===== src/assert_macros.svh =====
// Assertion macros used by the top-level RTL file of the hash core.
`ifndef ASSERT_MACROS_SVH
`define ASSERT_MACROS_SVH

`ifndef NO_ASSERTIONS
// property must hold at every rising clock edge out of reset
`define ASSERT_ON_CLK(lbl, prop, msg) \
  lbl: assert property (@(posedge clk_i) disable iff (!rst_ni) (prop)) else $error(msg);
// condition must never be seen at a rising clock edge out of reset
`define ASSERT_NEVER(lbl, cond, msg) \
  lbl: assert property (@(posedge clk_i) disable iff (!rst_ni) !(cond)) else $error(msg);
`else
`define ASSERT_ON_CLK(lbl, prop, msg)
`define ASSERT_NEVER(lbl, cond, msg)
`endif

`endif


===== src/mash_pkg.sv =====
// Shared types, constants and helper functions of the string hash core.
package mash_pkg;

  // field widths
  localparam int unsigned HASH_W       = 32;
  localparam int unsigned KEY_BYTE_W   = 8;
  localparam int unsigned KEY_LEN_W    = 16;
  localparam int unsigned ALG_W        = 4;
  localparam int unsigned BUCKET_CNT_W = 17;
  localparam int unsigned BUCKET_IDX_W = 16;
  localparam int unsigned CFG_IDX_W    = 1;
  localparam int unsigned CFG_DATA_W   = 17;
  localparam int unsigned S_TDATA_W    = 24;
  localparam int unsigned M_TDATA_W    = 48;

  // bucket count saturates here
  localparam int unsigned MAX_BUCKETS  = 65536;

  // bit-serial remainder: one dividend bit per cycle
  localparam int unsigned DIV_STEPS    = HASH_W;
  localparam int unsigned DIV_CNT_W    = $clog2(DIV_STEPS);

  // hash constants
  localparam logic [HASH_W-1:0] RS_MULT_INIT  = 32'd63689;
  localparam logic [HASH_W-1:0] RS_MULT_STEP  = 32'd378551;
  localparam logic [HASH_W-1:0] JS_INIT       = 32'd1315423911;
  localparam logic [HASH_W-1:0] DJB_INIT      = 32'd5381;
  localparam logic [HASH_W-1:0] BKDR_SEED     = 32'd131;
  localparam logic [HASH_W-1:0] FNV_MULT      = 32'h811C9DC5;
  localparam logic [HASH_W-1:0] AP_INIT       = 32'hAAAAAAAA;
  localparam logic [HASH_W-1:0] PJW_HIGH_MASK = 32'hF0000000;

  localparam logic [BUCKET_CNT_W-1:0] BUCKET_CNT_RESET = 17'd256;

  // algorithm select codes
  typedef enum logic [ALG_W-1:0] {
    ALG_RS   = 4'd0,
    ALG_JS   = 4'd1,
    ALG_PJW  = 4'd2,
    ALG_ELF  = 4'd3,
    ALG_BKDR = 4'd4,
    ALG_SDBM = 4'd5,
    ALG_DJB  = 4'd6,
    ALG_DEK  = 4'd7,
    ALG_BP   = 4'd8,
    ALG_FNV  = 4'd9,
    ALG_AP   = 4'd10
  } alg_e;

  // configuration register indexes
  typedef enum logic [CFG_IDX_W-1:0] {
    CFG_HASH_ALGORITHM = 1'b0,
    CFG_BUCKET_COUNT   = 1'b1
  } cfg_idx_e;

  // controller states
  typedef enum logic [1:0] {
    ST_BYTE,
    ST_DIV,
    ST_DONE
  } state_e;

  // controller to datapath commands
  typedef struct packed {
    logic absorb;
    logic div_start;
    logic div_step;
    logic out_load;
  } dp_cmd_t;

  // start value of the running hash for a given algorithm
  function automatic logic [HASH_W-1:0] start_value(logic [ALG_W-1:0] alg,
                                                    logic [KEY_LEN_W-1:0] len);
    logic [HASH_W-1:0] v;
    unique case (alg)
      ALG_JS:  v = JS_INIT;
      ALG_DJB: v = DJB_INIT;
      ALG_DEK: v = HASH_W'(len);
      ALG_AP:  v = AP_INIT;
      default: v = '0;
    endcase
    return v;
  endfunction

endpackage


===== src/multi_algorithm_string_hash_core.sv =====
// Key bytes stream in at one per cycle while the selected hash runs; a byte
// flagged tlast ends the key, after which the input stalls while a bit-serial
// remainder unit reduces the hash by the bucket count and the result register
// is loaded (later if that register is still full). tuser on the input
// restarts the hash; configuration writes are always accepted and
// must only be made while no key is in flight.
module multi_algorithm_string_hash_core (
  input  logic                                clk_i,
  input  logic                                rst_ni,
  // input byte stream
  input  logic                                s_axis_tvalid,
  output logic                                s_axis_tready,
  input  logic [mash_pkg::S_TDATA_W-1:0]      s_axis_tdata,  // key_byte[7:0], key_length[23:8]
  input  logic                                s_axis_tlast,  // last_byte
  input  logic                                s_axis_tuser,  // first_byte
  // result stream
  output logic                                m_axis_tvalid,
  input  logic                                m_axis_tready,
  output logic [mash_pkg::M_TDATA_W-1:0]      m_axis_tdata,  // hash_value[31:0], bucket_index[47:32]
  // configuration writes
  input  logic                                cfg_valid_i,
  output logic                                cfg_ready_o,
  input  logic [mash_pkg::CFG_IDX_W-1:0]      cfg_index_i,
  input  logic [mash_pkg::CFG_DATA_W-1:0]     cfg_data_i
);

  `include "assert_macros.svh"

  mash_pkg::dp_cmd_t                 cmd;
  logic [mash_pkg::HASH_W-1:0]       hash_value;
  logic [mash_pkg::BUCKET_IDX_W-1:0] bucket_index;

  assign cfg_ready_o = 1'b1;

  // controller
  mash_ctrl u_ctrl (
    .clk_i       (clk_i),
    .rst_ni      (rst_ni),
    .in_valid_i  (s_axis_tvalid),
    .in_last_i   (s_axis_tlast),
    .in_ready_o  (s_axis_tready),
    .out_ready_i (m_axis_tready),
    .out_valid_o (m_axis_tvalid),
    .cmd_o       (cmd)
  );

  // datapath
  mash_dp u_dp (
    .clk_i          (clk_i),
    .rst_ni         (rst_ni),
    .cmd_i          (cmd),
    .cfg_valid_i    (cfg_valid_i),
    .cfg_index_i    (cfg_index_i),
    .cfg_data_i     (cfg_data_i),
    .key_byte_i     (s_axis_tdata[mash_pkg::KEY_BYTE_W-1:0]),
    .first_byte_i   (s_axis_tuser),
    .key_length_i   (s_axis_tdata[mash_pkg::S_TDATA_W-1:mash_pkg::KEY_BYTE_W]),
    .hash_value_o   (hash_value),
    .bucket_index_o (bucket_index)
  );

  assign m_axis_tdata = {bucket_index, hash_value};

  // end of key stalls the input while the remainder runs
  `ASSERT_ON_CLK(a_last_stalls_input, (s_axis_tvalid && s_axis_tready && s_axis_tlast) |=> !s_axis_tready, "input still ready after last byte")
  // a new result only appears while byte intake is held off
  `ASSERT_ON_CLK(a_result_while_stalled, $rose(m_axis_tvalid) |-> $past(!s_axis_tready), "result loaded while taking bytes")
  // with no result pending, none appears straight after a key end
  `ASSERT_ON_CLK(a_no_early_result, (s_axis_tvalid && s_axis_tready && s_axis_tlast && !m_axis_tvalid) |=> !m_axis_tvalid, "result before remainder done")

endmodule


===== src/mash_ctrl.sv =====
// Controller state machine: byte intake, remainder sequencing, result hand-off.
module mash_ctrl (
  input  logic                clk_i,
  input  logic                rst_ni,
  input  logic                in_valid_i,
  input  logic                in_last_i,
  output logic                in_ready_o,
  input  logic                out_ready_i,
  output logic                out_valid_o,
  output mash_pkg::dp_cmd_t   cmd_o
);

  mash_pkg::state_e                 state_q, state_d;
  logic [mash_pkg::DIV_CNT_W-1:0]   cnt_q, cnt_d;
  logic                             out_valid_q, out_valid_d;

  // state registers
  always_ff @(posedge clk_i or negedge rst_ni) begin
    if (!rst_ni) begin
      state_q     <= mash_pkg::ST_BYTE;
      cnt_q       <= '0;
      out_valid_q <= 1'b0;
    end else begin
      state_q     <= state_d;
      cnt_q       <= cnt_d;
      out_valid_q <= out_valid_d;
    end
  end

  // next state and commands
  always_comb begin
    state_d     = state_q;
    cnt_d       = cnt_q;
    out_valid_d = out_valid_q;
    cmd_o       = '0;
    in_ready_o  = 1'b0;

    // result taken downstream
    if (out_valid_q && out_ready_i) begin
      out_valid_d = 1'b0;
    end

    unique case (state_q)
      mash_pkg::ST_BYTE: begin
        in_ready_o = 1'b1;
        if (in_valid_i) begin
          cmd_o.absorb = 1'b1;
          if (in_last_i) begin
            cmd_o.div_start = 1'b1;
            cnt_d           = '0;
            state_d         = mash_pkg::ST_DIV;
          end
        end
      end
      mash_pkg::ST_DIV: begin
        cmd_o.div_step = 1'b1;
        cnt_d          = cnt_q + 1'b1;
        if (cnt_q == mash_pkg::DIV_CNT_W'(mash_pkg::DIV_STEPS - 1)) begin
          state_d = mash_pkg::ST_DONE;
        end
      end
      mash_pkg::ST_DONE: begin
        // wait for a free output register
        if (!out_valid_q || out_ready_i) begin
          cmd_o.out_load = 1'b1;
          out_valid_d    = 1'b1;
          state_d        = mash_pkg::ST_BYTE;
        end
      end
      default: begin
        state_d = mash_pkg::ST_BYTE;
      end
    endcase
  end

  assign out_valid_o = out_valid_q;

endmodule


===== src/mash_dp.sv =====
// Datapath: config registers, hash update, bit-serial remainder, result register.
module mash_dp (
  input  logic                                clk_i,
  input  logic                                rst_ni,
  input  mash_pkg::dp_cmd_t                   cmd_i,
  input  logic                                cfg_valid_i,
  input  logic [mash_pkg::CFG_IDX_W-1:0]      cfg_index_i,
  input  logic [mash_pkg::CFG_DATA_W-1:0]     cfg_data_i,
  input  logic [mash_pkg::KEY_BYTE_W-1:0]     key_byte_i,
  input  logic                                first_byte_i,
  input  logic [mash_pkg::KEY_LEN_W-1:0]      key_length_i,
  output logic [mash_pkg::HASH_W-1:0]         hash_value_o,
  output logic [mash_pkg::BUCKET_IDX_W-1:0]   bucket_index_o
);

  // configuration
  logic [mash_pkg::ALG_W-1:0]        alg_q;
  logic [mash_pkg::BUCKET_CNT_W-1:0] bucket_cnt_q;

  // hash state
  logic [mash_pkg::HASH_W-1:0]       hash_q, hash_d;
  logic [mash_pkg::HASH_W-1:0]       rs_mult_q, rs_mult_d;
  logic                              parity_q, parity_d;

  // divider
  logic [mash_pkg::HASH_W-1:0]       div_num_q;
  logic [mash_pkg::BUCKET_CNT_W-1:0] div_rem_q, div_den_q;
  logic [mash_pkg::BUCKET_CNT_W-1:0] rem_next, eff_cnt;
  logic [mash_pkg::BUCKET_CNT_W:0]   div_shift, div_den_ext, div_sub;

  // output register
  logic [mash_pkg::HASH_W-1:0]       out_hash_q;
  logic [mash_pkg::BUCKET_IDX_W-1:0] out_bucket_q;

  // absorb path
  logic [mash_pkg::HASH_W-1:0]       h0, rs_mult0, c32;
  logic                              parity0;
  logic [mash_pkg::HASH_W-1:0]       mul_a, mul_b, mul_p;
  logic [mash_pkg::HASH_W-1:0]       pjw_g, pjw_t;

  // configuration writes, ready is always high
  always_ff @(posedge clk_i or negedge rst_ni) begin
    if (!rst_ni) begin
      alg_q        <= '0;
      bucket_cnt_q <= mash_pkg::BUCKET_CNT_RESET;
    end else if (cfg_valid_i) begin
      unique case (cfg_index_i)
        mash_pkg::CFG_HASH_ALGORITHM: alg_q        <= cfg_data_i[mash_pkg::ALG_W-1:0];
        mash_pkg::CFG_BUCKET_COUNT:   bucket_cnt_q <= cfg_data_i;
        default: ;
      endcase
    end
  end

  // restart values on the first byte of a key
  always_comb begin
    c32      = mash_pkg::HASH_W'(key_byte_i);
    h0       = first_byte_i ? mash_pkg::start_value(alg_q, key_length_i) : hash_q;
    rs_mult0 = first_byte_i ? mash_pkg::RS_MULT_INIT : rs_mult_q;
    parity0  = first_byte_i ? 1'b0 : parity_q;
  end

  // 32x32 multiplier shared by the RS, BKDR, FNV and AP steps, low half kept
  always_comb begin
    mul_a = h0;
    mul_b = rs_mult0;
    case (alg_q)
      mash_pkg::ALG_BKDR: mul_b = mash_pkg::BKDR_SEED;
      mash_pkg::ALG_FNV:  mul_b = mash_pkg::FNV_MULT;
      mash_pkg::ALG_AP: begin
        mul_a = c32;
        mul_b = h0 >> 3;
      end
      default: ;
    endcase
  end
  assign mul_p = mul_a * mul_b;

  // PJW / ELF fold of the top nibble
  assign pjw_g = (h0 << 4) + c32;
  assign pjw_t = pjw_g & mash_pkg::PJW_HIGH_MASK;

  // per-algorithm byte step
  always_comb begin
    unique case (alg_q) inside
      mash_pkg::ALG_RS:   hash_d = mul_p + c32;
      mash_pkg::ALG_JS:   hash_d = h0 ^ ((h0 << 5) + c32 + (h0 >> 2));
      mash_pkg::ALG_PJW, mash_pkg::ALG_ELF: begin
        if (pjw_t != '0) begin
          hash_d = (pjw_g ^ (pjw_t >> 24)) & ~mash_pkg::PJW_HIGH_MASK;
        end else begin
          hash_d = pjw_g;
        end
      end
      mash_pkg::ALG_BKDR: hash_d = mul_p + c32;
      mash_pkg::ALG_SDBM: hash_d = c32 + (h0 << 6) + (h0 << 16) - h0;
      mash_pkg::ALG_DJB:  hash_d = (h0 << 5) + h0 + c32;
      mash_pkg::ALG_DEK:  hash_d = ((h0 << 5) ^ (h0 >> 27)) ^ c32;
      mash_pkg::ALG_BP:   hash_d = (h0 << 7) ^ c32;
      mash_pkg::ALG_FNV:  hash_d = mul_p ^ c32;
      mash_pkg::ALG_AP: begin
        if (!parity0) begin
          hash_d = h0 ^ ((h0 << 7) ^ mul_p);
        end else begin
          hash_d = h0 ^ ~((h0 << 11) + (c32 ^ (h0 >> 5)));
        end
      end
      default:            hash_d = h0;
    endcase
  end

  // RS multiplier advances by a constant factor each byte
  assign rs_mult_d = rs_mult0 * mash_pkg::RS_MULT_STEP;
  assign parity_d  = ~parity0;

  // hash state registers
  always_ff @(posedge clk_i or negedge rst_ni) begin
    if (!rst_ni) begin
      hash_q    <= '0;
      rs_mult_q <= mash_pkg::RS_MULT_INIT;
      parity_q  <= 1'b0;
    end else if (cmd_i.absorb) begin
      hash_q    <= hash_d;
      rs_mult_q <= rs_mult_d;
      parity_q  <= parity_d;
    end
  end

  // effective bucket count: zero reads as one, large values saturate
  always_comb begin
    if (bucket_cnt_q == '0) begin
      eff_cnt = mash_pkg::BUCKET_CNT_W'(1);
    end else if (bucket_cnt_q > mash_pkg::BUCKET_CNT_W'(mash_pkg::MAX_BUCKETS)) begin
      eff_cnt = mash_pkg::BUCKET_CNT_W'(mash_pkg::MAX_BUCKETS);
    end else begin
      eff_cnt = bucket_cnt_q;
    end
  end

  // restoring remainder step, one dividend bit per cycle
  assign div_shift   = {div_rem_q, div_num_q[mash_pkg::HASH_W-1]};
  assign div_den_ext = {1'b0, div_den_q};
  assign div_sub     = div_shift - div_den_ext;
  assign rem_next    = (div_shift >= div_den_ext) ? div_sub[mash_pkg::BUCKET_CNT_W-1:0]
                                                  : div_shift[mash_pkg::BUCKET_CNT_W-1:0];

  always_ff @(posedge clk_i) begin
    if (cmd_i.div_start) begin
      div_num_q <= hash_d;
      div_rem_q <= '0;
      div_den_q <= eff_cnt;
    end else if (cmd_i.div_step) begin
      div_num_q <= div_num_q << 1;
      div_rem_q <= rem_next;
    end
  end

  // result register; the running hash is frozen while dividing
  always_ff @(posedge clk_i) begin
    if (cmd_i.out_load) begin
      out_hash_q   <= hash_q;
      out_bucket_q <= div_rem_q[mash_pkg::BUCKET_IDX_W-1:0];
    end
  end

  assign hash_value_o   = out_hash_q;
  assign bucket_index_o = out_bucket_q;

endmodule

===== config.mk =====
export PLATFORM = sky130hd
export DESIGN_NAME = multi_algorithm_string_hash_core
export DESIGN_NICKNAME = d
export VERILOG_FILES = /design/src/mash_pkg.sv /design/src/multi_algorithm_string_hash_core.sv /design/src/mash_ctrl.sv /design/src/mash_dp.sv
export VERILOG_INCLUDE_DIRS = /design/src /design/src/src
export SDC_FILE = /design/constraint.sdc
export NUM_CORES = 2
export LEC_CHECK = 0
export BUFFER_PORTS_ARGS = -buffer_cell sky130_fd_sc_hd__buf_2
export CORE_ASPECT_RATIO = 1.75
export CORE_MARGIN = 2
export CORE_UTILIZATION = 50
export DETAILED_ROUTE_END_ITERATION = 12
export PLACE_DENSITY = 0.64
export RECOVER_POWER = 100
export SLEW_MARGIN = 20
export SYNTH_ARGS = -nofsm -noshare
export SYNTH_HDL_FRONTEND = slang
export SYNTH_SLANG_ARGS = --single-unit

===== constraint.sdc =====
create_clock -name clk_i -period 11.5 [get_ports clk_i]
set_clock_uncertainty 0.2 [all_clocks]
set_input_delay 1.725 -clock clk_i [delete_from_list [all_inputs] [get_ports clk_i]]
set_output_delay 1.725 -clock clk_i [all_outputs]
set_load 0.01 [all_outputs]

==> metrics <==
FP Rows=145; fraction of synthesis flops using an asynchronous set or reset pin=45.2%; most common cell in the netlist=sky130_fd_sc_hd__inv_1; share of the yosys chip area belonging to registers=12.5%; gr usage total=43.7%; cells taking the most area after synthesis=sky130_fd_sc_hd__fa_1, sky130_fd_sc_hd__ha_1, sky130_fd_sc_hd__inv_1, sky130_fd_sc_hd__edfxtp_1, sky130_fd_sc_hd__dfrtp_1; max-slew violations=191; Crit path depth=39; ports placed on the boundary=100; worst-case headroom to the max-slew limit=-104%; global-route wire length before repair=288000 µm; gate count after technology mapping=5186; clock tree from TritonCTS=done; post-cts resize count=0; final net count=6580; DRT iter0 DRCs=3915; Max Cap Violations=5; antenna-violating nets left=0; CTS sink count=208; Yosys Warn Count=0; root buf cell=sky130_fd_sc_hd__clkbuf_16; hold path cells=2; hold slack=0.261 ns; type of destination of the critical path=flop; element type at the critical path start=input port; routability-driven placement congestion ratio=1.06; via count of the first global-routing pass=42800; part of the cycle the worst path needs=97.9%; post-CTS setup-driven buffer insertion count=0; antenna violations before repair=18; area of the multi-input gates=0.0354 mm²; delay of the slowest cell on the worst path=0.64 ns; clock latency at the later pin of the worst-skew pair=0.58 ns; placed cells=6568; die span in y=401 µm; Critical Path Fanout Max=40; actual transition at the worst max-transition pin=3.06 ns; Critical-path top delay cell=sky130_fd_sc_hd__clkbuf_1; count of input and output buffers=98; run status=complete, but fails checks; clock-pin slew on the worst setup and hold paths=0.07 ns; class of the tightest hold or removal check=reg2reg; post-route standard cell area excluding fillers=0.0492 mm²; Seq cells post-synth=208; Setup-failing EPs final=0; fraction of final layout cells with drive strength greater than 1=9.03%; Area Growth Syn to Fin=9.41%; count of unique library cells instantiated by Yosys=119; buffers from clock root to sink, at most=3; Critical path buffers and inverters=12; cts hold-fix bufs=0; number of standard cells in the layout, taps in and fillers out=6617; number of buffers created by CTS=20; area share of the leading cell type in the synthesized netlist=28.3%; Sequential cell area=0.00562 mm²; total placed instance area=0.0486 mm²; pin count of the biggest net entering global routing=88; total count of hold-check failures in the final report=0; number of cell instances on the worst register-to-register path=35; first drt pass iteration count=7; post-layout minimum cycle time=11.26 ns; initial core utilization=50.4%; total half-perimeter wirelength after legalization and detailed placement=163000 µm; maximum clock frequency=88.8 MHz; violations in the final reports=max-capacitance violations, max-slew violations; WL per Instance=30.2 µm; GRT overflow=0; overall die width=231 µm; fill count=8534; most area-hungry cell type in the Yosys netlist=sky130_fd_sc_hd__fa_1; most common flop cell mapped by yosys=sky130_fd_sc_hd__edfxtp_1; floorplan die area=0.0925 mm²; Vias=41000; Crit path required time=11.67 ns; synthesized area per cell=8.67 µm²; crit path kind=in2reg; Most Frequent Cell on Critical Path=sky130_fd_sc_hd__fa_1; Mapped Area=0.0450 mm²; drc violations=0; core region area=0.0893 mm²; wirelength, routed=200000 µm; RSZ-0062 raised after global routing=false; number of enable-type register cells in the synthesized netlist=97; count of H-tree levels built during CTS=1; Synth top cells by count=sky130_fd_sc_hd__inv_1, sky130_fd_sc_hd__fa_1, sky130_fd_sc_hd__nand2_1; Via-to-Cell Ratio=6.19; Post-Syn Nets=6352; Crit path arrival time=11.43 ns; Largest delay share family, worst path=adder cells
==> per-layer routing <==
metal  vias to the layer above  share of wire [%]  track usage (%)
met1                     20000                 31             44.0
met5                         -              0.020                0
li1                      17500                  -                -
met2                      2410                 47             72.0
met3                      1061                8.2             9.81
met4                         6                 13             46.1
==> worst min-delay path: cells and delay by family, from the launching register on <==
kind / cells / cell delay [ns]
DFF: 1 / 0.33
and+or+nand+nor: 1 / 0.05
AOI/OAI and AO/OA: 1 / 0.05
==> metrics by stage <==
stage	setup TNS, ns	setup WS [ns]	utilization, %
CTS	0	0.267	55.2
floorplan	0	0.211	-
global placement	-0.311	-0.210	54.4
detailed placement	-0.496	-0.299	54.4
finish	0	0.241	55.1
global route	0	0.00226	55.1
==> area by class of cell <==
class / instances / share of cell area [%]
diodes: 13 / 0.0661
clock buffers: 20 / 1.02
clock inverters: 16 / 0.445
inverters: 859 / 6.55
multi-input cells: 3927 / 71.9
flip-flops and latches: 208 / 11.4
well taps: 1176 / 2.99
repair buffers: 398 / 5.59
==> flip-flops by register name, summed over array words and instances (netlist names), 16 cells and up <==
register and cells:
u_dp.hash_q 32, u_dp.div_den_q 17, u_dp.div_rem_q 17, u_dp.div_num_q 32
u_dp.rs_mult_q 32, u_dp.hash_value_o 32, u_dp.bucket_cnt_q 17, u_dp.bucket_index_o 16
==> cell usage in the layout (no fill, tap or decap), types with 83 or more instances in the layout <==
cell and instances:
sky130_fd_sc_hd__a21o_1 99, sky130_fd_sc_hd__a21oi_1 260, sky130_fd_sc_hd__buf_4 271, sky130_fd_sc_hd__dfrtp_1 83
sky130_fd_sc_hd__edfxtp_1 97, sky130_fd_sc_hd__fa_1 636, sky130_fd_sc_hd__ha_1 481, sky130_fd_sc_hd__inv_1 843
sky130_fd_sc_hd__nand2_1 556, sky130_fd_sc_hd__nor2_1 428, sky130_fd_sc_hd__o21ai_0 267, sky130_fd_sc_hd__xnor2_1 235
==> path summary, 6_finish.rpt <==
kind	startpoint	to	slack (ns)
min	u_dp.div_rem_q[16]	u_dp.div_rem_q[16]	0.26
max in group asynchronous	rst_ni	u_dp.bucket_cnt_q[11]	5.25
max reg2reg	u_dp.alg_q[0]	u_dp.div_num_q[25]	0.35
max	s_axis_tuser	u_dp.div_num_q[25]	0.24
min in group asynchronous	rst_ni	u_dp.hash_q[28]	1.87
min reg2reg	u_dp.div_rem_q[16]	u_dp.div_rem_q[16]	0.26
==> cells by family after synthesis <==
logic type	count (synthesis)	synth area share, %
compound gates	1055	15.3
buf+inv	1051	9.10
fa+ha+maj	1117	41.7
mux	47	1.14
xor+xnor	308	6.28
simple gates	1399	14.0
other cells	1	0.00834
flops	208	12.5
Power is not shown: default switching activity piles up to over one toggle a cycle in this logic, so the estimate is an artifact.
